<file path="config.mk">
export PLATFORM = sky130hd
export DESIGN_NAME = teq_front
export DESIGN_NICKNAME = d
export VERILOG_FILES = /design/src/rtl/core/teq_pkg.sv /design/src/rtl/core/teq_front.sv
export SDC_FILE = /design/constraint.sdc
export NUM_CORES = 1
export LEC_CHECK = 0
export BUFFER_PORTS_ARGS = -buffer_cell sky130_fd_sc_hd__buf_2
export CAP_MARGIN = 10
export CELL_PAD_IN_SITES_DETAIL_PLACEMENT = 0
export CELL_PAD_IN_SITES_GLOBAL_PLACEMENT = 2
export CORE_MARGIN = 1
export CORE_UTILIZATION = 35
export CTS_CLUSTER_SIZE = 10
export DETAILED_ROUTE_END_ITERATION = 6
export PLACE_DENSITY_LB_ADDON = 0.1
export SYNTH_ARGS = -nofsm -noshare
export SYNTH_HDL_FRONTEND = slang
export SYNTH_SLANG_ARGS = --single-unit
export TNS_END_PERCENT = 5
</file>
<file path="constraint.sdc">
create_clock -name clk -period 6 [get_ports clk]
set_input_delay 1.2 -clock clk [delete_from_list [all_inputs] [get_ports clk]]
set_output_delay 1.2 -clock clk [all_outputs]
set_load 0.05 [all_outputs]
</file>
<file path="src/rtl/core/teq_pkg.sv">
// Shared types and constants of the timer event queue.
package teq_pkg;
    localparam int MaxSlots  = 16;
    localparam int LinkW     = 5;
    localparam logic [LinkW-1:0] NoneLink = 5'd16;
    localparam logic [31:0] AllOnes = 32'hffffffff;

    localparam logic [2:0] ModeAlloc = 3'd0;
    localparam logic [2:0] ModeFree  = 3'd1;
    localparam logic [2:0] ModeRel   = 3'd2;
    localparam logic [2:0] ModeAbs   = 3'd3;
    localparam logic [2:0] ModeProc  = 3'd4;

    localparam logic [2:0] StOk      = 3'd0;
    localparam logic [2:0] StFull    = 3'd1;
    localparam logic [2:0] StBad     = 3'd2;
    localparam logic [2:0] StExpired = 3'd3;
    localparam logic [2:0] StDone    = 3'd4;

    // One classified command between front and back.
    typedef struct packed {
        logic [2:0]  mode;
        logic [3:0]  slot;
        logic [31:0] periods;   // normalized expiry for schedule
        logic [31:0] ticks;
        logic [31:0] now_periods;
        logic [31:0] now_ticks;
    } cmd_t;

    typedef struct packed {
        logic [2:0]  status;
        logic [3:0]  slot_out;
        logic [31:0] periods;
        logic [31:0] ticks;
        logic        compare_load;
        logic        last;
    } res_t;
endpackage

</file>
<file path="src/rtl/core/teq_front.sv">
// Front end: accepts transactions and normalizes relative times.
module teq_front
    import teq_pkg::*;
(
    input  logic        clk,
    input  logic        rst_n,
    input  logic [31:0] tick_range,
    input  logic        in_valid,
    output logic        in_stall,
    input  cmd_t        in_cmd,
    output logic        q_valid,
    input  logic        q_stall,
    output cmd_t        q_cmd
);
    typedef enum logic [1:0] {S_IDLE, S_NORM, S_OUT} state_t;
    state_t state_reg;
    cmd_t   cmd_reg;
    cmd_t   acc_cmd;
    logic [32:0] span;
    logic [32:0] tsum;
    logic        need_norm;
    logic [31:0] qcnt_reg;
    logic [32:0] rem_reg;
    logic [5:0]  bit_reg;
    logic [33:0] trial;

    assign span = {1'b0, tick_range} + 33'd1;
    assign in_stall = (state_reg != S_IDLE);
    // hold valid off while the quotient is being applied
    assign q_valid = (state_reg == S_OUT) && (bit_reg != 6'h3f);
    assign q_cmd = cmd_reg;
    // restoring division step of ticks by span
    assign trial = {rem_reg, cmd_reg.ticks[bit_reg[4:0]]} - {1'b0, span};

    assign tsum = {1'b0, in_cmd.now_ticks} + {1'b0, in_cmd.ticks};
    assign need_norm = (in_cmd.mode == ModeRel) && (tsum[31:0] > tick_range);

    always_comb
    begin
        acc_cmd = in_cmd;
        if (in_cmd.mode == ModeRel)
        begin
            acc_cmd.ticks = tsum[31:0];
            acc_cmd.periods = in_cmd.now_periods + in_cmd.periods + {31'd0, tsum[32]};
        end
    end

    always_ff @(posedge clk or negedge rst_n)
    begin
        if (!rst_n)
        begin
            state_reg <= S_IDLE;
            bit_reg <= '0;
        end
        else
        begin
            unique case (state_reg)
                S_IDLE:
                begin
                    if (in_valid)
                    begin
                        cmd_reg <= acc_cmd;
                        if (need_norm)
                        begin
                            state_reg <= S_NORM;
                            bit_reg <= 6'd31;
                            rem_reg <= '0;
                            qcnt_reg <= '0;
                        end
                        else
                            state_reg <= S_OUT;
                    end
                end
                S_NORM:
                begin
                    if (!trial[33])
                    begin
                        rem_reg <= trial[32:0];
                        qcnt_reg[bit_reg[4:0]] <= 1'b1;
                    end
                    else
                        rem_reg <= {rem_reg[31:0], cmd_reg.ticks[bit_reg[4:0]]};
                    if (bit_reg == 6'd0)
                        state_reg <= S_OUT;
                    bit_reg <= bit_reg - 6'd1;
                end
                S_OUT:
                begin
                    if (bit_reg == 6'h3f)
                    begin
                        cmd_reg.periods <= cmd_reg.periods + qcnt_reg;
                        cmd_reg.ticks <= rem_reg[31:0];
                        bit_reg <= '0;
                    end
                    else if (!q_stall)
                        state_reg <= S_IDLE;
                end
                default: state_reg <= S_IDLE;
            endcase
        end
    end
endmodule

</file>
==> results.yml, run 1 <==
synth:
  async_flop_share: 0.03846
  yosysWarnings: 0
  synth_cell_type_count: 79
  synth_ff_type: "edfxtp_1"
  synth_area_leaders: "edfxtp_1 38%, ha_1 13%, a21oi_1 5.0%"
  synth-seq-area-share: 0.3886
  netlist_area_mm2: 0.01597
  avgSynthCellArea_um2: 9.815
  synth-seq-cells: 208
  synth.largest_area_cell: "edfxtp_1"
  synth_top_area_frac: 0.3761
  syn_nets: 1964
  synthCells: 1627
  yosysMostFrequentCell: "edfxtp_1"
  synth_edf_count: 200
  synth_common_cells: "200 x edfxtp_1, 161 x ha_1, 158 x a21oi_1, 107 x nor2_1, 102 x nand2_1"
grt:
  grt_usage: 0.2314
  grt_start_max_net_pins: 72
  grt_overflow: 0
  grt_first_pass_wirelength_um: 83520
  antenna_found_initial: 3
  grt_pass1_vias: 13930
placed_design:
  place_ws_ns: -1.249
  io_buffers: 307
  globalplace.congestion: 0.8811
  dp_hpwl_um: 42960
critical_path:
  ff2ff_path_depth: 18
  setup.worst_path.start: "in_cmd[64]"
  rrSetupSlack_ns: 0.66
  path_common_cell: "fa_2"
  timing.rr.start: "bit_reg[0]"
  rr_endpoint: "rem_reg[10]"
  critical_path_class: "input port to flop"
  worst_ep_arrival_time_ns: 6.21
  cp_max_fo: 4
  setup.worst_path.end: "q_cmd[126]"
  required_ns: 6.30
  start_kind: "input port"
  max_stage_delay_ns: 0.30
  end_kind: "flop"
  cpMaxStageDelayCell: "fa_2"
routing:
  num_vias: 14280
  dr.pass1.iters: 7
  drt-initial-drc-count: 925
  wl_per_cell_um: 20.92
  drtAntennaViolNets: 0
  wl_um: 55610
  avgViaCountPerCell: 5.374
  remaining_drc_errors: 0
sta:
  slew_headroom: 0.2307
  skew_ns: 0.02053
  slew_violations: 0
  setup_viol: 0
  worstMarginPinSlew_ns: 1.154
  rsz0062_at_grt: "yes"
  fin_crit_sh: 0.9855
  setup_ws_ns: 0.08712
  hold_viol: 0
  fmax_mhz: 169.1
  layout_min_cycle_time_ns: 5.913
final_layout:
  synthToLayoutAreaGrowth_pct: 27.20
  drive_gt1_frac: 0.2844
  largest_reg_flops: 135
  utilization: 0.4554
  layout.nets: 2380
pwr:
  p_leak_nw: 8.742
  p_per_area_mw_per_mm2: 252.9
  vdd_drop_max_uv: 185.2
outcome:
  outcome: "complete, no violations"
min_path:
  worstHoldPathType: "input port to async pin"
cts:
  htree_levels: 1
  cts_root_buf: "clkbuf_16"
  cts_sinks: 208
  clk_path_buf_depth: 3
  cts.clk_slew.worst_paths_ns: 0.06
  clk_latency_ns: 0.57
  tritoncts: "built"
  cts_made_buffers: 29
floorplanning:
  num_rows: 77
  die-area_mm2: 0.04648
  die_h_um: 215.6
  core_mm2: 0.04461
  die_width_um: 215.6
  ioPinCount: 308
  start_util: 0.3580
job:
  cap_violations: 0
how the worst min path moves through the flow:
stage,start,end,slack [ns]
finish,rst_n,bit_reg[5],0.50
CTS,rst_n,bit_reg[3],0.47
floorplan,qcnt_reg[0],qcnt_reg[0],0.54
global placement,qcnt_reg[17],qcnt_reg[17],0.57
detailed placement,qcnt_reg[17],qcnt_reg[17],0.57
global route,rst_n,bit_reg[2],0.48
worst max-delay path: cells and delay by family:
| kind | cells | cell delay [ns] |
|---|---|---|
| compound gates | 17 | 2.96 |
| fa+ha+maj | 4 | 0.87 |
| buf+inv | 5 | 0.63 |
| simple gates | 4 | 0.35 |
| xor+xnor | 1 | 0.17 |
through the flow:
| stage | instance area, µm² | total power, W | setup TNS (ns) | std cells | hold slack (ns) |
|---|---|---|---|---|---|
| 3_5_place_dp | 19060 | 0.003489 | -77.27 | 2592 | 0.5716 |
| 5_1_grt | 20310 | 0.005379 | -0.6435 | 2657 | 0.4848 |
| 2_1_floorplan | 16000 | 0.002898 | 0 | 1627 | 0.5394 |
| 3_3_place_gp | 19060 | 0.003477 | -71.05 | 2592 | 0.5656 |
| 6_report | 20310 | 0.005138 | 0 | 2658 | 0.5007 |
| 4_1_cts | 20090 | 0.005152 | 0 | 2649 | 0.4704 |
where the power goes:
group	total (W)	internal (W)	leakage (nW)	switching, W
registers	0.00178	0.00171	1.98	0.0000695
logic	0.00173	0.000644	6.34	0.00108
clock network	0.00163	0.000952	0.415	0.000676
logic make-up (layout without fill, tap and decap cells):
family                   Yosys count  after routing  synth area share
flip-flops                       208            208            0.3886
AND/OR/NAND/NOR                  404            404            0.1214
other                              0              2                 0
buffers and inverters            138            575           0.03557
multiplexers                      31             31           0.02570
adder cells (fa/ha/maj)          166            166            0.1324
XOR/XNOR                         106            106           0.05814
AO/OA/AOI/OAI                    574            574            0.2381
metal layers:
metal,share of wire,global-route usage,vias up
met1,0.45,0.3072,6858
li1,-,-,7019
met3,0.041,0.02537,53
met2,0.50,0.4046,353
met5,0,0,-
met4,0.015,0.04634,0
layout make-up:
type	instances	area, µm²
diodes	2	5.005
clock buffers	44	802.0
clock inverters	8	62.56
fillers	4431	24290
inverters	65	244.0
multi-input cells	1281	9524
flip-flops and latches	208	6206
well taps	592	740.7
repair buffers	458	2728
cell usage in the layout, fill, tap and decap left out, types with 8 or more instances in the layout:
cell	synthesis	final
nand2b_1	26	24
o22ai_1	25	25
mux4_2	8	8
dfrtp_1	8	8
mux2i_1	23	23
a21o_1	85	85
nor2_1	107	104
a211oi_1	20	18
o21ai_0	93	92
ha_1	161	157
o31ai_2	15	17
buf_2	1	305
nand3_1	56	55
o21bai_1	15	15
inv_1	65	64
a31oi_1	14	14
xnor2_1	55	54
o21ai_1	23	18
a22oi_1	9	9
nand4_1	23	23
o21a_1	28	28
edfxtp_1	200	200
nor3_1	26	26
nand2_1	102	101
buf_4	0	147
clkbuf_16	0	29
clkbuf_1	61	13
nor2b_1	23	21
xor2_1	51	50
a21oi_1	158	149
o31ai_1	24	20
what timing repair did:
item	CTS	global route
endpoints found under the hold margin	0	0
resized for setup	25	27
hold buffers	0	0
gates cloned	0	0
buffers inserted	6	8
pin swaps	28	31
setup endpoints to repair	93	86
Power figures use the tool's default switching activity.
==> inputs of run 2 (changes only) <==
--- a/config.mk
+++ b/config.mk
@@ -14,6 +14,7 @@
 export CTS_CLUSTER_SIZE = 10
 export DETAILED_ROUTE_END_ITERATION = 6
 export PLACE_DENSITY_LB_ADDON = 0.1
+export SETUP_SLACK_MARGIN = 0.3
 export SYNTH_ARGS = -nofsm -noshare
 export SYNTH_HDL_FRONTEND = slang
 export SYNTH_SLANG_ARGS = --single-unit
==> results.yml, run 2 (synthesis results as in run 1) <==
critical_path:
  cp_max_fo: 3
  ff2ff_path_depth: 16
  required_ns: 6.28
  max_stage_delay_ns: 0.31
  end_kind: "flop"
  cp.depth: 30
  cpMaxStageDelayCell: "fa_2"
  start_kind: "input port"
  worst_ep_arrival_time_ns: 6.18
  cp_top_family: "compound AO/OA/AOI/OAI gates"
  crit_buf_inv: 4
  critical_path_class: "input port to flop"
grt:
  grt_pass1_vias: 14210
  grt_first_pass_wirelength_um: 83980
  grt_overflow: 0
  grt_start_max_net_pins: 72
  antenna_found_initial: 0
  grt_usage: 0.2327
routing:
  drtAntennaViolNets: 0
  dr.pass1.iters: 7
  avgViaCountPerCell: 5.393
  remaining_drc_errors: 0
  num_vias: 14270
  wl_um: 55280
  wl_per_cell_um: 20.89
  drt-initial-drc-count: 815
sta:
  hold_viol: 0
  setup_ws_ns: 0.09876
  skew_ns: 0.01159
  worstMarginPinSlew_ns: 1.129
  slew_violations: 0
  layout_min_cycle_time_ns: 5.901
  fmax_mhz: 169.5
  tns_ns: 0
  setup_viol: 0
  fin_crit_sh: 0.9835
  rsz0062_at_grt: "yes"
  slew_headroom: 0.2471
placed_design:
  place_inst: 2575
  dp_hpwl_um: 42910
  place_ws_ns: -1.133
  globalplace.congestion: 0.8592
  io_buffers: 307
final_layout:
  mostFrequentLayoutCells: "305 x buf_2, 200 x edfxtp_1, 158 x ha_1, 148 x a21oi_1, 137 x buf_4"
  seq_area_mm2: 0.006206
  num-fill-cells: 4397
  synthToLayoutAreaGrowth_pct: 27.38
  largest_reg_flops: 135
  multi_input_area_mm2: 0.009605
  final_cells: 2646
  layout.nets: 2372
  drive_gt1_frac: 0.2877
  diodes: 0
  final_common_cell: "buf_2"
outcome:
  outcome: "complete, no violations"
floorplanning:
  ioPinCount: 308
  core_mm2: 0.04461
  die-area_mm2: 0.04648
  start_util: 0.3580
  num_rows: 77
  die_h_um: 215.6
  die_width_um: 215.6
cts:
  cts_sinks: 208
  cts.clk_slew.worst_paths_ns: 0.06
  clk_path_buf_depth: 3
  htree_levels: 1
  cts_made_buffers: 28
  cts_root_buf: "clkbuf_16"
  clk_latency_ns: 0.56
  tritoncts: "built"
job:
  cap_violations: 0
pwr:
  p_leak_nw: 8.726
  vdd_drop_max_uv: 199.5
  total_power_w: 0.005070
  p_per_area_mw_per_mm2: 249.2
min_path:
  worstHoldPathType: "input port to async pin"
run 2: final timing paths:
check | to | slack, ns | from
setup / recovery | q_cmd[116] | 0.1 | in_cmd[0]
hold / removal | bit_reg[4] | 0.50 | rst_n
setup reg to reg | rem_reg[1] | 0.92 | bit_reg[2]
hold reg to reg | qcnt_reg[10] | 0.59 | qcnt_reg[10]
max in group asynchronous | bit_reg[3] | 5.31 | rst_n
min in group clk | qcnt_reg[10] | 0.59 | qcnt_reg[10]
run 2: per-stage QoR:
step	utilization	hold slack, ns	instance area, µm²
detailed placement	0.4255	0.5765	18980
global route	0.4560	0.4931	20340
CTS	0.4493	0.4718	20040
floorplan	-	0.5394	16060
finish	0.4560	0.4965	20340
global placement	0.4255	0.5643	18980
run 2: repair_timing:
item,in CTS,in global routing
hold buffers,0,0
endpoints found under the setup margin,97,91
gates cloned,0,2
setup buffers,11,9
pin swaps,13,30
gates resized for setup,24,38
run 2: area by class of cell:
type / instances / share of cell area
multi-input combinational: 1281 / 0.4722
sequential: 208 / 0.3051
timing repair buffer: 451 / 0.1336
clock buffer: 43 / 0.03924
tap: 592 / 0.03641
inverter: 65 / 0.01199
clock inverter: 6 / 0.001415
run 2: metal layers:
metal  up-vias  wire length, µm  global-route usage
met4         0             1119             0.05697
li1       6999                -                   -
met5         -                0                   0
met3        59             2290             0.02551
met2       352            27000              0.3998
met1      6861            24870              0.3111
run 2: power breakdown:
group	switching, W	internal [W]	total, W
registers	0.0000645	0.00171	0.00178
clock network	0.000650	0.000904	0.00155
logic	0.00109	0.000646	0.00174
